[src/rtl/raid0_request_splitter_defines.svh]
// Assertion macros shared by the RAID-0 request splitter RTL
`ifndef RAID0_REQUEST_SPLITTER_DEFINES_SVH
`define RAID0_REQUEST_SPLITTER_DEFINES_SVH

`ifndef SYNTHESIS
// Plain property check on the block clock, off while reset is high
`define RRS_ASSERT(lbl, prop) \
   lbl: assert property (@(posedge clock) disable iff (reset) prop) \
      else $error("raid0_request_splitter: assertion failed");
// Same-cycle implication
`define RRS_ASSERT_IMP(lbl, ante, cons) \
   `RRS_ASSERT(lbl, (ante) |-> (cons))
// Next-cycle implication
`define RRS_ASSERT_NXT(lbl, ante, cons) \
   `RRS_ASSERT(lbl, (ante) |=> (cons))
`else
`define RRS_ASSERT(lbl, prop)
`define RRS_ASSERT_IMP(lbl, ante, cons)
`define RRS_ASSERT_NXT(lbl, ante, cons)
`endif

`endif

[src/rtl/rrs_pkg.sv]
// Types and constants of the RAID-0 request splitter
package rrs_pkg;

   // Width of the internal block address; addresses wrap at this width
   localparam int BLOCK_ADDR_BITS = 32;
   // Step counter of the disk divider
   localparam int DIV_CNT_BITS    = $clog2(BLOCK_ADDR_BITS);

   localparam int CSR_INDEX_BITS  = 1;
   localparam int CSR_DATA_BITS   = 16;

   localparam logic [15:0] BPS_RESET = 16'd128;
   localparam logic [7:0]  ND_RESET  = 8'd4;

   // Configuration register indexes
   typedef enum logic [CSR_INDEX_BITS-1:0] {
      CSR_BLOCKS_PER_STRIDE = 1'b0,
      CSR_NUM_DISKS         = 1'b1
   } csr_index_type;

   // Input transaction: one extent
   typedef struct packed {
      logic [31:0] extent_start;
      logic [15:0] extent_length;
      logic        last_extent;
   } req_type;

   // Output transaction: one piece
   typedef struct packed {
      logic [31:0] piece_start;
      logic [15:0] piece_length;
      logic [7:0]  target_disk;
      logic [15:0] sub_number;
      logic        sub_done;
      logic        request_done;
      logic        too_long;
   } rsp_type;

   // Controller to datapath commands
   typedef struct packed {
      logic load;          // capture the accepted extent
      logic open_sub;      // open a subrequest, start the disk divider
      logic set_disk;      // take the divider result as the subrequest disk
      logic emit_piece;    // emit one regular piece
      logic emit_special;  // emit the error or empty-close piece
   } cmd_type;

   // Datapath to controller status
   typedef struct packed {
      logic too_long;      // extent exceeds 63 strides
      logic len_zero;      // extent has no blocks
      logic last;          // extent closes the request
      logic sub_empty;     // no subrequest open
      logic div_done;      // disk divider finished
      logic out_free;      // output register can take a piece
      logic final_piece;   // current piece uses up the extent
   } status_type;

endpackage

[src/rtl/raid0_request_splitter.sv]
// Top level of the RAID-0 request splitter
//
// Takes a block request one extent per transaction and returns it as RAID-0
// pieces, in order; the request ends with the extent marked last_extent.
// Pieces are grouped into subrequests of up to blocks_per_stride blocks, and
// a subrequest may run across extents. One extent is in work at a time:
// req_ready is high only while the block is idle. An extent is accepted,
// then checked, then split into pieces, one per cycle while the output
// register can take them; each subrequest that it opens first waits for
// its target disk (start block / blocks_per_stride) mod num_disks, which
// comes from a bit-serial divider taking one step per address bit (32 steps).
// An extent longer than 63 strides, or an empty last extent, gives a single
// piece; an empty extent that is not last gives none. A finished piece waits
// in an output register; opening the next subrequest goes on meanwhile, but
// the next piece enters it only at the edge where the waiting one is taken.
// Configuration writes take effect at once and belong to idle periods.

module raid0_request_splitter (
   input  logic                              clock,
   input  logic                              reset,
   input  logic                              req_valid,
   output logic                              req_ready,
   input  rrs_pkg::req_type                  req_data,
   output logic                              rsp_valid,
   input  logic                              rsp_ready,
   output rrs_pkg::rsp_type                  rsp_data,
   input  logic                              csr_we,
   input  rrs_pkg::csr_index_type            csr_index,
   input  logic [rrs_pkg::CSR_DATA_BITS-1:0] csr_wdata
);
   import rrs_pkg::*;

   cmd_type    cmd;
   status_type status;

   rrs_ctrl u_ctrl (
      .clock     (clock),
      .reset     (reset),
      .req_valid (req_valid),
      .req_ready (req_ready),
      .cmd       (cmd),
      .status    (status)
   );

   rrs_datapath u_datapath (
      .clock     (clock),
      .reset     (reset),
      .req_data  (req_data),
      .rsp_valid (rsp_valid),
      .rsp_ready (rsp_ready),
      .rsp_data  (rsp_data),
      .csr_we    (csr_we),
      .csr_index (csr_index),
      .csr_wdata (csr_wdata),
      .cmd       (cmd),
      .status    (status)
   );

endmodule

[src/rtl/rrs_disk_div.sv]
// Bit-serial disk selector: (address / blocks_per_stride) mod num_disks
`include "raid0_request_splitter_defines.svh"

module rrs_disk_div (
   input  logic                                clock,
   input  logic                                reset,
   input  logic                                start,
   input  logic [rrs_pkg::BLOCK_ADDR_BITS-1:0] dividend,
   input  logic [15:0]                         divisor,
   input  logic [7:0]                          modulus,
   output logic                                done,
   output logic [7:0]                          disk
);
   import rrs_pkg::*;

   logic                       busy_ff, busy_in;
   logic                       done_ff, done_in;
   logic [DIV_CNT_BITS-1:0]    cnt_ff, cnt_in;
   logic [BLOCK_ADDR_BITS-1:0] dvd_ff, dvd_in;
   logic [15:0]                rem_ff, rem_in;
   logic [15:0]                dvs_ff, dvs_in;
   logic [7:0]                 mod_ff, mod_in;
   logic [7:0]                 acc_ff, acc_in;

   logic [16:0] trial;
   logic        qbit;
   logic [8:0]  acc_shift;

   // One restoring-division step per cycle; each quotient bit is folded
   // into a running remainder modulo the disk count (MSB first).
   always_comb begin
      trial     = {rem_ff, dvd_ff[BLOCK_ADDR_BITS-1]};
      qbit      = (trial >= {1'b0, dvs_ff});
      acc_shift = {acc_ff, qbit};

      busy_in = busy_ff;
      done_in = 1'b0;
      cnt_in  = cnt_ff;
      dvd_in  = dvd_ff;
      rem_in  = rem_ff;
      dvs_in  = dvs_ff;
      mod_in  = mod_ff;
      acc_in  = acc_ff;

      if (start) begin
         busy_in = 1'b1;
         cnt_in  = '0;
         dvd_in  = dividend;
         rem_in  = '0;
         dvs_in  = divisor;
         mod_in  = modulus;
         acc_in  = '0;
      end else if (busy_ff) begin
         dvd_in = dvd_ff << 1;
         rem_in = qbit ? 16'(trial - {1'b0, dvs_ff}) : trial[15:0];
         acc_in = (acc_shift >= {1'b0, mod_ff}) ? 8'(acc_shift - {1'b0, mod_ff})
                                                 : acc_shift[7:0];
         cnt_in = cnt_ff + DIV_CNT_BITS'(1);
         if (cnt_ff == DIV_CNT_BITS'(BLOCK_ADDR_BITS - 1)) begin
            busy_in = 1'b0;
            done_in = 1'b1;
         end
      end
   end

   always_ff @(posedge clock) begin
      if (reset) begin
         busy_ff <= 1'b0;
         done_ff <= 1'b0;
      end else begin
         busy_ff <= busy_in;
         done_ff <= done_in;
      end
      cnt_ff <= cnt_in;
      dvd_ff <= dvd_in;
      rem_ff <= rem_in;
      dvs_ff <= dvs_in;
      mod_ff <= mod_in;
      acc_ff <= acc_in;
   end

   assign done = done_ff;
   assign disk = acc_ff;

   // A new division never starts on top of a running one
   `RRS_ASSERT_IMP(a_div_start_idle, start, !busy_ff)
   // The result pulse comes only right after the last step
   `RRS_ASSERT_IMP(a_div_done_after_busy, done_ff, $past(busy_ff) && !busy_ff)

endmodule

[src/rtl/rrs_datapath.sv]
// Datapath: configuration, extent and subrequest state, piece output register
`include "raid0_request_splitter_defines.svh"

module rrs_datapath (
   input  logic                        clock,
   input  logic                        reset,
   input  rrs_pkg::req_type            req_data,
   output logic                        rsp_valid,
   input  logic                        rsp_ready,
   output rrs_pkg::rsp_type            rsp_data,
   input  logic                        csr_we,
   input  rrs_pkg::csr_index_type      csr_index,
   input  logic [rrs_pkg::CSR_DATA_BITS-1:0] csr_wdata,
   input  rrs_pkg::cmd_type            cmd,
   output rrs_pkg::status_type         status
);
   import rrs_pkg::*;

   logic [15:0]                bps_ff, bps_in;
   logic [7:0]                 nd_ff, nd_in;
   logic [BLOCK_ADDR_BITS-1:0] addr_ff, addr_in;
   logic [15:0]                left_ff, left_in;
   logic                       last_ff, last_in;
   logic [15:0]                sub_left_ff, sub_left_in;
   logic [7:0]                 sub_disk_ff, sub_disk_in;
   logic [15:0]                sub_cnt_ff, sub_cnt_in;
   logic                       rsp_valid_ff, rsp_valid_in;
   rsp_type                    rsp_data_ff, rsp_data_in;

   logic [15:0] bps_eff;
   logic [7:0]  nd_eff;
   logic [21:0] stride_limit;
   logic        too_long;
   logic [15:0] len;
   logic [15:0] left_next;
   logic [15:0] sub_next;
   logic        rdone;
   logic        sdone;
   logic        div_done;
   logic [7:0]  div_disk;

   // Zero registers act as one
   assign bps_eff = (bps_ff == '0) ? 16'd1 : bps_ff;
   assign nd_eff  = (nd_ff == '0) ? 8'd1 : nd_ff;

   // 63 strides = 64 * bps - bps
   assign stride_limit = {bps_eff, 6'b0} - {6'b0, bps_eff};
   assign too_long     = ({6'b0, left_ff} > stride_limit);

   // Current piece: bounded by what is left of the extent and the subrequest
   assign len       = (left_ff < sub_left_ff) ? left_ff : sub_left_ff;
   assign left_next = left_ff - len;
   assign sub_next  = sub_left_ff - len;
   assign rdone     = last_ff && (left_next == '0);
   assign sdone     = rdone || (sub_next == '0);

   rrs_disk_div u_disk_div (
      .clock    (clock),
      .reset    (reset),
      .start    (cmd.open_sub),
      .dividend (addr_ff),
      .divisor  (bps_eff),
      .modulus  (nd_eff),
      .done     (div_done),
      .disk     (div_disk)
   );

   // Next-state logic
   always_comb begin
      bps_in       = bps_ff;
      nd_in        = nd_ff;
      addr_in      = addr_ff;
      left_in      = left_ff;
      last_in      = last_ff;
      sub_left_in  = sub_left_ff;
      sub_disk_in  = sub_disk_ff;
      sub_cnt_in   = sub_cnt_ff;
      rsp_data_in  = rsp_data_ff;
      rsp_valid_in = rsp_valid_ff && !rsp_ready;

      // Configuration writes
      if (csr_we) begin
         case (csr_index)
            CSR_BLOCKS_PER_STRIDE: bps_in = csr_wdata[15:0];
            CSR_NUM_DISKS:         nd_in  = csr_wdata[7:0];
            default: ;
         endcase
      end

      if (cmd.load) begin
         addr_in = BLOCK_ADDR_BITS'(req_data.extent_start);
         left_in = req_data.extent_length;
         last_in = req_data.last_extent;
      end

      if (cmd.open_sub) begin
         sub_left_in = bps_eff;
      end

      if (cmd.set_disk) begin
         sub_disk_in = div_disk;
      end

      // Regular piece
      if (cmd.emit_piece) begin
         rsp_valid_in              = 1'b1;
         rsp_data_in.piece_start   = 32'(addr_ff);
         rsp_data_in.piece_length  = len;
         rsp_data_in.target_disk   = sub_disk_ff;
         rsp_data_in.sub_number    = sub_cnt_ff;
         rsp_data_in.sub_done      = sdone;
         rsp_data_in.request_done  = rdone;
         rsp_data_in.too_long      = 1'b0;
         addr_in                   = addr_ff + BLOCK_ADDR_BITS'(len);
         left_in                   = left_next;
         if (rdone) begin
            sub_left_in = '0;
            sub_cnt_in  = '0;
         end else begin
            sub_left_in = sub_next;
            if (sub_next == '0) begin
               sub_cnt_in = sub_cnt_ff + 16'd1;
            end
         end
      end

      // Error piece, or the empty closing piece of a request
      if (cmd.emit_special) begin
         rsp_valid_in              = 1'b1;
         rsp_data_in.piece_start   = 32'(addr_ff);
         rsp_data_in.piece_length  = '0;
         rsp_data_in.target_disk   = sub_disk_ff;
         rsp_data_in.sub_number    = sub_cnt_ff;
         rsp_data_in.sub_done      = last_ff;
         rsp_data_in.request_done  = last_ff;
         rsp_data_in.too_long      = too_long;
         if (last_ff) begin
            sub_left_in = '0;
            sub_cnt_in  = '0;
         end
      end
   end

   always_ff @(posedge clock) begin
      if (reset) begin
         bps_ff       <= BPS_RESET;
         nd_ff        <= ND_RESET;
         sub_left_ff  <= '0;
         sub_disk_ff  <= '0;
         sub_cnt_ff   <= '0;
         rsp_valid_ff <= 1'b0;
      end else begin
         bps_ff       <= bps_in;
         nd_ff        <= nd_in;
         sub_left_ff  <= sub_left_in;
         sub_disk_ff  <= sub_disk_in;
         sub_cnt_ff   <= sub_cnt_in;
         rsp_valid_ff <= rsp_valid_in;
      end
      addr_ff     <= addr_in;
      left_ff     <= left_in;
      last_ff     <= last_in;
      rsp_data_ff <= rsp_data_in;
   end

   // Status to the controller
   always_comb begin
      status.too_long    = too_long;
      status.len_zero    = (left_ff == '0);
      status.last        = last_ff;
      status.sub_empty   = (sub_left_ff == '0);
      status.div_done    = div_done;
      status.out_free    = !rsp_valid_ff || rsp_ready;
      status.final_piece = (left_next == '0);
   end

   assign rsp_valid = rsp_valid_ff;
   assign rsp_data  = rsp_data_ff;

   // A regular piece always carries blocks from an open subrequest
   `RRS_ASSERT_IMP(a_piece_nonempty, cmd.emit_piece,
                   (len != '0) && (sub_left_ff != '0))
   // Nothing is loaded into the output register while it still holds a piece
   `RRS_ASSERT_IMP(a_no_overwrite, cmd.emit_piece || cmd.emit_special,
                   !rsp_valid_ff || rsp_ready)

endmodule

[src/rtl/rrs_ctrl.sv]
// Controller: sequences extent check, subrequest opening and piece emission
`include "raid0_request_splitter_defines.svh"

module rrs_ctrl (
   input  logic                clock,
   input  logic                reset,
   input  logic                req_valid,
   output logic                req_ready,
   output rrs_pkg::cmd_type    cmd,
   input  rrs_pkg::status_type status
);
   import rrs_pkg::*;

   typedef enum logic [2:0] {
      ST_IDLE,
      ST_CHECK,
      ST_SPECIAL,
      ST_DIV,
      ST_PIECE
   } state_type;

   state_type state_ff, state_in;

   // Commands and next state
   always_comb begin
      state_in = state_ff;
      cmd      = '0;
      case (state_ff)
         ST_IDLE: begin
            if (req_valid) begin
               cmd.load = 1'b1;
               state_in = ST_CHECK;
            end
         end
         ST_CHECK: begin
            if (status.too_long) begin
               state_in = ST_SPECIAL;
            end else if (status.len_zero) begin
               state_in = status.last ? ST_SPECIAL : ST_IDLE;
            end else begin
               state_in = ST_PIECE;
            end
         end
         ST_SPECIAL: begin
            if (status.out_free) begin
               cmd.emit_special = 1'b1;
               state_in         = ST_IDLE;
            end
         end
         ST_DIV: begin
            if (status.div_done) begin
               cmd.set_disk = 1'b1;
               state_in     = ST_PIECE;
            end
         end
         ST_PIECE: begin
            if (status.sub_empty) begin
               cmd.open_sub = 1'b1;
               state_in     = ST_DIV;
            end else if (status.out_free) begin
               cmd.emit_piece = 1'b1;
               if (status.final_piece) begin
                  state_in = ST_IDLE;
               end
            end
         end
         default: state_in = ST_IDLE;
      endcase
   end

   always_ff @(posedge clock) begin
      if (reset) begin
         state_ff <= ST_IDLE;
      end else begin
         state_ff <= state_in;
      end
   end

   assign req_ready = (state_ff == ST_IDLE);

   // The disk must be known before any piece of a new subrequest goes out
   `RRS_ASSERT_NXT(a_open_then_div, cmd.open_sub, state_ff == ST_DIV)

endmodule
[config.mk]
export PLATFORM = sky130hd
export DESIGN_NAME = raid0_request_splitter
export DESIGN_NICKNAME = d
export VERILOG_FILES = /design/src/rtl/rrs_pkg.sv /design/src/rtl/raid0_request_splitter.sv /design/src/rtl/rrs_disk_div.sv /design/src/rtl/rrs_datapath.sv /design/src/rtl/rrs_ctrl.sv
export VERILOG_INCLUDE_DIRS = /design/src /design/src/rtl
export SDC_FILE = /design/constraint.sdc
export NUM_CORES = 1
export LEC_CHECK = 0
export BUFFER_PORTS_ARGS = -buffer_cell sky130_fd_sc_hd__buf_4
export CORE_AREA = 2 2 170 172
export CTS_CLUSTER_SIZE = 16
export DETAILED_ROUTE_END_ITERATION = 7
export DIE_AREA = 0 0 172 174
export PLACE_DENSITY = 0.84
export SYNTH_ARGS = -nofsm -noshare
export SYNTH_HDL_FRONTEND = slang
export SYNTH_SLANG_ARGS = --single-unit
[constraint.sdc]
create_clock -name clock -period 6.67 [get_ports clock]
set_input_delay 1.0005 -clock clock [delete_from_list [all_inputs] [get_ports clock]]
set_output_delay 1.0005 -clock clock [all_outputs]
set_load 0.02 [all_outputs]
## After elaboration in Yosys (flattened, before gate mapping)

Cells that the tools add are included.
W data, S select, Z words.

- Flip-flop bits (word level): 279
- Bits of input ports: 71
- Output and inout bits: 77

- Add/subtract/negate cells: 8
- Order comparisons: 4
- Equal/unequal tests: 10
- Multiplexer cells: 48
- Bitwise operators: 2
- Reductions and logical operators: 20

Operators by type and width:

| cell | count |
|---|---|
| $mux W16 | 15 |
| $mux W75 | 2 |
| $mux W32 | 4 |
| $logic_not A16 Y1 | 5 |
| $sub A16 B16 Y16 | 3 |
| $add A32 B16 Y32 | 1 |
| $mux W3 | 8 |
| $gt A16 B22 Y1 | 1 |
| $sub A22 B16 Y22 | 1 |
| $ge A17 B16 Y1 | 1 |
| $add A16 B1 Y16 const B | 1 |
| $lt A16 B16 Y1 | 1 |
| $mux W1 | 16 |
| $pmux W3 S5 | 1 |
| $ge A9 B8 Y1 | 1 |
| $logic_not A8 Y1 | 1 |
| $mux W8 | 1 |
| $sub A8 B8 Y8 | 1 |
| $eq A3 B2 Y1 const B | 2 |
| $ne A3 B3 Y1 const B | 2 |
| $reduce_bool A2 Y1 | 3 |
| $add A5 B1 Y5 const B | 1 |
| $eq A5 B5 Y1 const B | 1 |
| $reduce_and A5 Y1 | 1 |
| other kinds (12) | 18 |

## Logic depth before layout (Yosys ltp)

Gate-level depths: netlist of the first run.

- Word-level depth: 9
- Mapped depth: 24

## Cells and area by module

Synthesis of the first run repeated with hierarchy kept, for this count alone.

- Cell total of the unflattened synthesis: 1,729
- Area total of the unflattened synthesis: 16,896.2 µm²

Modules (own cells, without submodules):

| module | instances | cells an instance | area an instance (µm²) | seq. area each (µm²) |
|---|---|---|---|---|
| rrs_datapath | 1 | 1,289 | 11,882.6 | 4,864.7 |
| rrs_disk_div | 1 | 409 | 4,729.5 | 2,302.2 |
| rrs_ctrl | 1 | 31 | 284.0 | 60.1 |

## Least setup slack after synthesis of the first run

No wires, ideal clock.

- Kind: register -> register
- Start: reg u_datapath.left_ff[12]
- End: reg u_datapath.sub_cnt_ff[1]
- Data arrival time: 5.474 ns
- Data required time: 6.551 ns
- Slack: 1.076 ns
- Cell stages (with the launch flop): 19
- Clock period less this slack: 5.594 ns
- Cells stage by stage: edfxtp_1 > ha_1 > a2111oi_0 > o21a_1 > o31ai_1 > nor2_1 > clkbuf_1 > mux2i_1 > ha_1 > nor2b_1 > o2111a_1 > or4_4 > a2111oi_4 > o2111ai_1 > a2111oi_4 > a31oi_2 > buf_6 > nor4b_4 > o21bai_1

- Longest elaborated chain between the ends: 9

RTL lines:

| element | RTL line | RTL |
|---|---|---|
| start: declaration | rrs_datapath.sv:22 | `logic [15:0] left_ff, left_in;` |
| start signal: assignment | rrs_datapath.sv:161 | `left_ff <= left_in;` |
| $lt A16 B16 Y1 | rrs_datapath.sv:51 | `assign len = (left_ff < sub_left_ff) ? left_ff : sub_left_ff;` |
| $mux W16 | rrs_datapath.sv:51 |  |
| $sub A16 B16 Y16, on equally long branches | rrs_datapath.sv:53, rrs_datapath.sv:52 |  |
| $logic_not A16 Y1, on equally long branches | rrs_datapath.sv:121, rrs_datapath.sv:54 |  |
| $mux W16 or $logic_and A1 B1 Y1 (tied branches) | rrs_datapath.sv:121, rrs_datapath.sv:54 |  |
| $mux W16 (*) | rrs_datapath.sv:116 | `if (rdone) begin` |
| $mux W16 (*) | rrs_datapath.sv:105 | `if (cmd.emit_piece) begin` |
| $mux W16 | rrs_datapath.sv:137 | `if (last_ff) begin` |
| $mux W16 (*) | rrs_datapath.sv:128 | `if (cmd.emit_special) begin` |
| end signal: assignment | rrs_datapath.sv:157 | `sub_cnt_ff <= sub_cnt_in;` |
| end: declaration | rrs_datapath.sv:26 | `logic [15:0] sub_cnt_ff, sub_cnt_in;` |

Mark *: on every way between the ends. The rest lies on a longest branch, timed or not.
A chain may end at the register's enable or synchronous reset.

## Worst setup path after layout of the first run

- Start: reg u_datapath.sub_left_ff[12]
- End: reg u_datapath.sub_cnt_ff[0]

- Longest elaborated chain between the ends: 9

RTL lines:

| element | RTL line | RTL |
|---|---|---|
| start: declaration | rrs_datapath.sv:24 | `logic [15:0] sub_left_ff, sub_left_in;` |
| start signal: assignment | rrs_datapath.sv:155 | `sub_left_ff <= sub_left_in;` |
| $lt A16 B16 Y1 | rrs_datapath.sv:51 |  |
| $mux W16 | rrs_datapath.sv:51 |  |
| $sub A16 B16 Y16, on equally long branches | rrs_datapath.sv:53, rrs_datapath.sv:52 |  |
| $logic_not A16 Y1, on equally long branches | rrs_datapath.sv:121, rrs_datapath.sv:54 |  |
| $mux W16 or $logic_and A1 B1 Y1 (tied branches) | rrs_datapath.sv:121, rrs_datapath.sv:54 |  |
| $mux W16 | rrs_datapath.sv:116 |  |
| $mux W16 (*) | rrs_datapath.sv:105 |  |
| $mux W16 | rrs_datapath.sv:137 |  |
| $mux W16 (*) | rrs_datapath.sv:128 |  |

Marks and branches as above.

==> flow_metrics.tcl, run 1 <==
set metrics [dict create \
    io_buffers 147 \
    worstMarginPinSlew_ns 1.012 \
    holdPathStages 2 \
    h-tree-depth 1 \
    critPathMaxStageDelay_ns 0.63 \
    final.setup.tns_ns 0 \
    crit_chain "inv_1, ha_1, a2111oi_0, o21a_1, o31ai_1, nor2_1, buf_4, mux2i_1, ha_1, and2_1, a21boi_1, a221oi_1, a21oi_1, or3_1, a2111oi_4, nand4_1, o21ai_2, nor2_1" \
    maxCapViolations 0 \
    grt_pass1_vias 13377 \
    die-area_mm2 0.02993 \
    post-synth-top-area-cell "edfxtp_1" \
    layout-drive-gt1-share_pct 14.84 \
    start_util_pct 59.04 \
    synth_top_area_share_pct 29.54 \
    drt_wl_total_um 42820 \
    fmax_mhz 160.1 \
    yosys-top-cells-count "nand2_1 (191), edfxtp_1 (164), a21oi_1 (154)" \
    rsz0062_at_grt "no" \
    reg2reg_depth 18 \
    cts_tree "yes" \
    setup_viol 0 \
    grt_max_degree 60 \
    vias 13957 \
    yosysSeqAreaShare_pct 43.35 \
    finalClockSkew_ns 0.01787 \
    min_period_over_period_pct 93.64 \
    yosysWarnings 0 \
    die_y_um 174 \
    reg2reg_from "u_datapath.sub_left_ff[12]$_SDFF_PP0_" \
    io_pins 148 \
    cts.clk_slew.worst_paths_ns 0.06 \
    period_needed_ns 6.246 \
    first_pass_iters 5 \
    coreArea_mm2 0.02824 \
    dr.first_iter.drc_count 1315 \
    ctsRootBufferMaster "clkbuf_16" \
    yosysMostFrequentCell "nand2_1" \
    gp_congestion 0.9574 \
    crit_required_ns 7.10 \
    slowest_stage "mux2i_1" \
    hold_class "reg -> reg" \
    grt_pass1_wl_um 68390 \
    path_max_fanout 13 \
    fill_cells 2258 \
    drc 0 \
    cts.sinks 279 \
    clockBufferDepth 3 \
    diodes 0 \
    synth-edff-count 164 \
    slew_headroom_pct 32.39 \
    synthTopCellsByArea "edfxtp_1 (30%), dfxtp_1 (14%), ha_1 (8.7%)" \
    syn_avg_cell_area_um2 9.299 \
    ys_ff_latch 279 \
    post_cts_resized 0 \
    cts_buffers 30 \
    syn-cell-area_mm2 0.01667 \
    async_flop_share_pct 0 \
    rrSetupSlack_ns 0.42 \
    synth_top_flop_cell "edfxtp_1" \
    die_width_um 172 \
    status "finished, final reports clean" \
    drv_slew 0 \
    path_class "reg -> reg" \
    cts_setup_buffers 0 \
    hold_viol 0 \
    holdCritStartpoint "u_datapath.sub_disk_ff[3]$_SDFFE_PP0P_" \
    cp.arrival_ns 6.68 \
    vias_per_cell 6.055 \
    area_growth_pct 14.31 \
    post_drt_wl_per_cell_um 18.58 \
    grt_overflow 0 \
    clk_latency_ns 0.57 \
    antenna_found_initial 0 \
    nNetsFinal 2089 \
    grt_usage_pct 28.31 \
    synth_fp_nets 1985 \
    dp_hpwl_um 30920 \
    synth_cells 1793 \
    ant_nets 0 \
    startpoint_type "flop" \
    ys_types 75 \
    holdPathEnd "u_datapath.sub_disk_ff[3]$_SDFFE_PP0P_" \
    timing.rr.end "u_datapath.sub_cnt_ff[0]$_SDFF_PP0_" \
    cts_hold_buf 0 \
    fp-row-count 62 \
    end_kind "flop" \
]
[per-layer routing]
| layer | wire length (µm) | track usage [%] | part of all wire (%) |
|---|---|---|---|
| met1 | 18080 | 38.33 | 42 |
| met2 | 19810 | 45.92 | 46 |
| met3 | 3245 | 4.030 | 7.6 |
| met4 | 1690 | 11.10 | 3.9 |
| met5 | 0 | 0 | 0 |
[layout by cell type (no fill, tap or decap), types with 11 or more instances in the layout]
cell type	instances
a211oi_1	22
a21o_1	27
a21oi_1	154
a31oi_1	17
and2_1	68
and3_1	16
buf_4	162
clkbuf_16	31
dfxtp_1	115
edfxtp_1	164
ha_1	116
inv_1	111
mux2_2	36
mux2i_1	24
nand2_1	191
nand2b_1	15
nand3_1	56
nand4_1	15
nor2_1	135
nor2b_1	20
nor3_1	32
nor4_1	16
o21a_1	16
o21ai_0	104
o31ai_1	11
or3_1	19
xnor2_1	39
xor2_1	36
[flip-flops by register name, indices dropped and copies added, names as in the netlist]
signal / count
u_datapath.u_disk_div.done: 1
u_datapath.rsp_data: 75
u_datapath.bps_ff: 16
u_datapath.last_ff: 1
u_datapath.sub_cnt_ff: 16
u_datapath.u_disk_div.cnt_ff: 5
u_datapath.u_disk_div.dvs_ff: 16
u_datapath.addr_ff: 32
u_datapath.u_disk_div.rem_ff: 16
u_ctrl.state_ff: 3
u_datapath.u_disk_div.mod_ff: 8
u_datapath.left_ff: 16
u_datapath.u_disk_div.disk: 8
u_datapath.rsp_valid: 1
u_datapath.nd_ff: 8
u_datapath.u_disk_div.dvd_ff: 32
u_datapath.sub_disk_ff: 8
u_datapath.u_disk_div.busy_ff: 1
u_datapath.sub_left_ff: 16
[worst max path at each step]
| stage | start | endpoint | slack (ns) | depth (start not counted) |
|---|---|---|---|---|
| after floorplan | u_datapath.left_ff[12]$_DFFE_PP_ | u_datapath.sub_cnt_ff[1]$_SDFF_PP0_ | 1.08 | 18 |
| after global placement | u_datapath.sub_left_ff[12]$_SDFF_PP0_ | u_datapath.sub_cnt_ff[0]$_SDFF_PP0_ | 0.65 | 17 |
| after detailed placement | u_datapath.sub_left_ff[12]$_SDFF_PP0_ | u_datapath.sub_cnt_ff[0]$_SDFF_PP0_ | 0.51 | 18 |
| after CTS | u_datapath.sub_left_ff[12]$_SDFF_PP0_ | u_datapath.sub_cnt_ff[0]$_SDFF_PP0_ | 0.51 | 18 |
| after global routing | u_datapath.sub_left_ff[12]$_SDFF_PP0_ | u_datapath.sub_cnt_ff[3]$_SDFF_PP0_ | 0.02 | 18 |
| final | u_datapath.sub_left_ff[12]$_SDFF_PP0_ | u_datapath.sub_cnt_ff[0]$_SDFF_PP0_ | 0.42 | 18 |
[layout make-up]
class / count / area, µm² / area share [%]
clock inverters: 22 / 237.7 / 1.247
flip-flops and latches: 279 / 7227 / 37.92
well taps: 384 / 480.5 / 2.521
repair buffers: 162 / 1216 / 6.381
inverters: 112 / 421.7 / 2.212
multi-input cells: 1312 / 8678 / 45.54
clock buffers: 34 / 797.0 / 4.182
[critical path, delay by kind of cell, from the launching register on]
family / cells / cell delay [ns]
compound gates: 8 / 2.50
fa+ha+maj: 2 / 0.71
buf+inv: 2 / 0.42
flops: 1 / 0.45
mux: 1 / 0.63
simple gates: 5 / 1.37
[through the flow]
step	setup WS, ns	cells	utilization [%]	hold slack, ns	instance area, µm²
floorplan	1.076	1793	-	0.4317	16670
global placement	0.6479	2249	63.83	0.4372	18020
detailed placement	0.5060	2249	63.83	0.4441	18020
CTS	0.5112	2305	67.49	0.4528	19060
global route	0.02003	2305	67.49	0.4664	19060
finish	0.4240	2305	67.49	0.4540	19060
[cells by family after synthesis]
family	synth area share [%]
and+or+nand+nor	18.25
AOI/OAI and AO/OA	16.56
DFF	43.35
buffers and inverters	4.720
adders and majority gates	9.306
xor gates and xnor gates	3.940
muxes	3.872
Power of run 1 is left out: the tool's default activity adds up to more than one toggle a clock period on the data nets, which glitch-free logic cannot reach.
==> inputs of run 2 (changes only) <==
--- a/config.mk
+++ b/config.mk
@@ -7,11 +7,11 @@
 export NUM_CORES = 1
 export LEC_CHECK = 0
 export BUFFER_PORTS_ARGS = -buffer_cell sky130_fd_sc_hd__buf_4
-export CORE_AREA = 2 2 170 172
+export CORE_AREA = 2 2 178 180
 export CTS_CLUSTER_SIZE = 16
 export DETAILED_ROUTE_END_ITERATION = 7
-export DIE_AREA = 0 0 172 174
-export PLACE_DENSITY = 0.84
+export DIE_AREA = 0 0 180 182
+export PLACE_DENSITY = 0.75
 export SYNTH_ARGS = -nofsm -noshare
 export SYNTH_HDL_FRONTEND = slang
 export SYNTH_SLANG_ARGS = --single-unit
==> constraint.sdc (replaced) <==
create_clock -name clock -period 5.45 [get_ports clock]
set_input_delay 0.8175 -clock clock [delete_from_list [all_inputs] [get_ports clock]]
set_output_delay 0.8175 -clock clock [all_outputs]
set_load 0.02 [all_outputs]
==> run 2 against run 1 <==
Global-route usage down 1.7 points. Cell count grew 3.5%. Core utilization fell by 4.1 points. Clock-buffer cell count is 2 higher. Register-to-register slack worse by 0.15 ns. Via count rose by 1.1%. First-iteration DRC count shrank 6.8%. Die area up 9.5%. Critical path depth up 2. Design area up 3.1%. Critical endpoint is now u_datapath.sub_left_ff[1]$_SDFF_PP0_.
==> flow_metrics.tcl, run 2 (synthesized netlist as in run 1, its figures left out) <==
set metrics [dict create \
    status "finished, final reports clean" \
    final_cell_area_mm2 0.01965 \
    timing.rr.end "u_datapath.sub_left_ff[1]$_SDFF_PP0_" \
    die-area_mm2 0.03276 \
    cts.clk_slew.worst_paths_ns 0.07 \
    cts.sinks 279 \
    cts_setup_buffers 0 \
    finalClockSkew_ns 0.03587 \
    crit_required_ns 5.86 \
    grt_max_degree 99 \
    fin_cells 2385 \
    final_common_cell "buf_4" \
    slowest_stage "or4_4" \
    vias_per_cell 5.917 \
    end_kind "flop" \
    post-place-ws_ns 0.2423 \
    hold_viol 0 \
    ctsRootBufferMaster "clkbuf_16" \
    cts_tree "yes" \
    layout-drive-gt1-share_pct 18.00 \
    hold_class "in -> reg" \
    die_y_um 182 \
    io_pins 148 \
    setup_viol 0 \
    grt_usage_pct 26.61 \
    largest_reg_flops 75 \
    clk_latency_ns 0.57 \
    gp_congestion 0.9159 \
    path_max_fanout 18 \
    cts_buffers 30 \
    dr.first_iter.drc_count 1225 \
    diodes 0 \
    coreArea_mm2 0.03099 \
    cp.depth 20 \
    crit_chain "inv_1, ha_1, a2111oi_2, o21a_1, o31ai_2, nor2_2, buf_12, mux2i_1, buf_4, ha_1, o2111a_1, or4_4, a2111oi_4, o2111ai_1, a2111oi_4, buf_4, a31oi_2, buf_12, a21oi_1, nor2_1" \
    drc 0 \
    reg2reg_from "u_datapath.sub_left_ff[12]$_SDFF_PP0_" \
    maxCapViolations 0 \
    antenna_found_initial 1 \
    crit_family "compound AO/OA/AOI/OAI gates" \
    fill_cells 2523 \
    area_growth_pct 17.85 \
    ant_nets 0 \
    crit_path_start "u_datapath.sub_left_ff[12]$_SDFF_PP0_" \
    grt_overflow 0 \
    min_period_over_period_pct 94.92 \
    drv_slew 0 \
    period_needed_ns 5.173 \
    critPathMaxStageDelay_ns 0.51 \
    h-tree-depth 1 \
    fmax_mhz 193.3 \
    dp_hpwl_um 32740 \
    first_pass_iters 5 \
    rrSetupSlack_ns 0.28 \
    dpl.cell_count 2329 \
    die_width_um 180 \
    slew_headroom_pct 24.24 \
    fp-row-count 65 \
    grt_pass1_vias 13517 \
    final.setup.tns_ns 0 \
    crit_buf_inv 5 \
    reg2reg_depth 20 \
    post_drt_wl_per_cell_um 18.93 \
    path_class "reg -> reg" \
    worstMarginPinSlew_ns 1.132 \
    setup_slack_ns 0.2769 \
    clockBufferDepth 3 \
    final_cell_mix "buf_4 (221), nand2_1 (191), edfxtp_1 (164)" \
    crit_end "u_datapath.sub_left_ff[1]$_SDFF_PP0_" \
    startpoint_type "flop" \
    start_util_pct 53.81 \
    cp.arrival_ns 5.58 \
    dpl_cell_area_mm2 0.01856 \
    drt_wl_total_um 45140 \
    grt_pass1_wl_um 70840 \
    io_buffers 147 \
    vias 14113 \
    nNetsFinal 2151 \
]
-- run 2: changes by cell type in the layout (fill, tap and decap cells not counted), sizes merged --
| cell | previous run | this run |
|---|---|---|
| buf | 162 | 224 |
| clkinv | 15 | 12 |
| clkbuf | 34 | 36 |
| inv | 113 | 115 |
| clkinvlp | 3 | 2 |
-- run 2: layer usage --
metal  vias to the layer above  share of wire (%)  wire length [µm]  GRT usage, %
met3                        86                7.3              3299         4.473
met5                         -              0.027                12             0
li1                       6769                  -                 -             -
met2                       521                 46             20660         43.62
met4                         2                2.9              1287         7.740
met1                      6735                 44             19890         36.38
-- run 2: through the flow --
stage / util [%] / hold slack (ns)
after detailed placement: 59.90 / 0.4441
after global placement: 59.90 / 0.4398
after floorplan: - / 0.4317
final: 63.41 / 0.4256
after global routing: 63.41 / 0.4132
after CTS: 63.19 / 0.4024
-- run 2: worst register-to-register path, cell delays in order (launching register included) --
cell and delay, ns:
dfxtp_1 0.35, inv_1 0.06, ha_1 0.33, a2111oi_2 0.39, o21a_1 0.19, o31ai_2 0.09, nor2_2 0.14, buf_12 0.19
mux2i_1 0.31, buf_4 0.20, ha_1 0.31, o2111a_1 0.18, or4_4 0.51, a2111oi_4 0.40, o2111ai_1 0.26, a2111oi_4 0.28
buf_4 0.22, a31oi_2 0.20, buf_12 0.22, a21oi_1 0.15, nor2_1 0.05
-- run 2: repair_timing --
item / 4_1_cts / 5_1_grt
setup endpoints to repair: 0 / 45
hold endpoints to repair: 0 / 0
hold buffers: 0 / 0
gates resized for setup: 0 / 15
-- run 2: worst min-delay path by stage --
stage / end / start / cells after the start / slack, ns
floorplan: u_datapath.sub_disk_ff[0]$_SDFFE_PP0P_ / u_datapath.sub_disk_ff[0]$_SDFFE_PP0P_ / 2 / 0.43
global placement: u_datapath.sub_disk_ff[5]$_SDFFE_PP0P_ / u_datapath.sub_disk_ff[5]$_SDFFE_PP0P_ / 2 / 0.44
detailed placement: u_datapath.sub_disk_ff[4]$_SDFFE_PP0P_ / u_datapath.sub_disk_ff[4]$_SDFFE_PP0P_ / 2 / 0.44
CTS: u_datapath.last_ff$_DFFE_PP_ / req_data[0] / 1 / 0.40
global route: u_datapath.last_ff$_DFFE_PP_ / req_data[0] / 1 / 0.41
finish: u_datapath.last_ff$_DFFE_PP_ / req_data[0] / 1 / 0.43
-- run 2: cell type report --
class                      instances  area (µm²)  area share [%]
sequential                       279        7227           36.78
clock buffer                      36       814.5           4.146
inverter                         112       421.7           2.146
timing repair buffer             224        1719           8.750
clock inverter                    20       202.7           1.032
tap                              402       503.0           2.560
multi-input combinational       1312        8760           44.58
Power of run 2 is left out for the same reason.
==> inputs of run 3 (changes only) <==
==> constraint.sdc (replaced) <==
create_clock -name clock -period 4.7 [get_ports clock]
set_input_delay 0.705 -clock clock [delete_from_list [all_inputs] [get_ports clock]]
set_output_delay 0.705 -clock clock [all_outputs]
set_load 0.02 [all_outputs]
==> run 3 against run 2 <==
The run now ends with setup timing left. Die area stayed put. Global-route usage up 0.85 points. Flip-flop and latch count unchanged. Core utilization rose by 4.5 points. Non-clock buffer count rose by 112. Sequential share of layout area down 2.4 points. First-iteration DRC count grew 9.5%. Critical path depth down 2. Worst hold slack got worse by 0.11 ns. Routed wire length increased by 2.9%. Cell count up 4.8%. Design area is 7.0% higher.
==> flow_metrics.tcl, run 3 (synthesized netlist as in run 1, its figures left out) <==
set metrics [dict create \
    status "complete, but fails checks" \
    violations "setup timing" \
    hold_viol 0 \
    dp_hpwl_um 33980 \
    fmax_mhz 204.5 \
    cts.sinks 279 \
    cts_hold_buf 0 \
    grt_overflow 0 \
    path_max_fanout 13 \
    post_drt_wl_per_cell_um 18.58 \
    final.setup.tns_ns -4.818 \
    maxCapViolations 0 \
    worstMarginPinSlew_ns 1.106 \
    first_pass_iters 5 \
    fin_cells 2499 \
    vias 14541 \
    dpl.cell_count 2420 \
    ctsRootBufferMaster "clkbuf_16" \
    layout-drive-gt1-share_pct 25.42 \
    period_needed_ns 4.891 \
    cp.arrival_ns 5.35 \
    coreArea_mm2 0.03099 \
    fill_cells 2298 \
    drt_wl_total_um 46440 \
    area_growth_pct 26.15 \
    startpoint_type "flop" \
    die-area_mm2 0.03276 \
    setup_viol 38 \
    io_buffers 147 \
    diodes 0 \
    final_common_cell "buf_4" \
    grt_usage_pct 27.46 \
    largest_reg_flops 75 \
    final_core_util_pct 67.87 \
    path_class "reg -> reg" \
    grt_pass1_wl_um 72880 \
    holdCritStartpoint "req_data[0]" \
    slew_headroom_pct 25.99 \
    h-tree-depth 1 \
    crit_required_ns 5.16 \
    cts_buffers 31 \
    vias_per_cell 5.819 \
    end_kind "flop" \
    ant_nets 0 \
    grt_pass1_vias 14063 \
    fp-row-count 65 \
    die_width_um 180 \
    min_period_over_period_pct 104.1 \
    setup_slack_ns -0.1908 \
    drc 0 \
    io_pins 148 \
    antenna_found_initial 1 \
    timing.hold.ws_ns 0.3116 \
    start_util_pct 53.81 \
    drv_slew 0 \
    rsz0062_at_grt "yes" \
    hold_class "in -> reg" \
    clk_latency_ns 0.58 \
    finalClockSkew_ns 0.01777 \
    clockBufferDepth 3 \
    gp_congestion 0.9717 \
    reg2reg_from "u_datapath.left_ff[12]$_DFFE_PP_" \
    die_y_um 182 \
    crit_path_start "u_datapath.left_ff[12]$_DFFE_PP_" \
    nNetsFinal 2264 \
    final_cell_mix "buf_4 (326), nand2_1 (190), edfxtp_1 (164)" \
    grt_max_degree 103 \
    cts_tree "yes" \
    cts.clk_slew.worst_paths_ns 0.06 \
    dr.first_iter.drc_count 1341 \
]
run 3: repair_timing:
| action | CTS | global route |
|---|---|---|
| buffers inserted | 14 | 6 |
| resized for setup | 53 | 42 |
| pin swaps | 19 | 18 |
| endpoints found under the setup margin | 43 | 58 |
| cloned | 1 | 0 |
run 3: worst max-delay path, stage by stage, from the launching register on:
cell and delay [ns]:
edfxtp_1 0.43, ha_4 0.25, a2111oi_4 0.27, o21a_1 0.22, o31ai_4 0.08, nor2_4 0.30, buf_6 0.19, mux2i_4 0.35
ha_4 0.27, o2111a_1 0.15, or4_4 0.54, a2111oi_4 0.40, o2111ai_2 0.20, a2111oi_4 0.31, buf_4 0.22, nand4_1 0.16
o21ai_2 0.22, buf_12 0.16, a21oi_1 0.05
run 3: layout make-up:
cell class                      count  area, µm²  share of cell area (%)
Clock buffer                       35      790.8                   3.760
Clock inverter                     23      267.8                   1.273
Inverter                          112      421.7                   2.005
Multi-Input combinational cell   1312       9225                   43.86
Sequential cell                   279       7228                   34.37
Tap cell                          402      503.0                   2.392
Timing Repair Buffer              336       2595                   12.34
run 3: routing by layer:
layer | vias to the layer above | part of all wire, % | GRT usage [%]
met5 | - | 0.022 | 0
li1 | 7017 | - | -
met3 | 113 | 7.4 | 4.533
met1 | 6841 | 43 | 36.54
met2 | 568 | 47 | 45.96
met4 | 2 | 3.4 | 8.585
run 3: through the flow:
step,area [µm²],setup WS (ns)
6_report,21030,-0.1908
5_1_grt,21030,-0.3459
4_1_cts,20820,-0.03486
3_5_place_dp,19350,-0.3741
3_3_place_gp,19350,-0.4268
2_1_floorplan,16790,-0.1335
run 3: worst paths after layout:
| kind | depth (start not counted) | slack, ns | end |
|---|---|---|---|
| setup reg to reg | 18 | -0.19 | u_datapath.sub_cnt_ff[9]$_SDFF_PP0_ |
| hold / removal | 1 | 0.31 | u_datapath.last_ff$_DFFE_PP_ |
| setup / recovery | 18 | -0.19 | u_datapath.sub_cnt_ff[9]$_SDFF_PP0_ |
| hold reg to reg | 2 | 0.45 | u_datapath.sub_disk_ff[4]$_SDFFE_PP0P_ |
Power of run 3 is left out for the same reason.
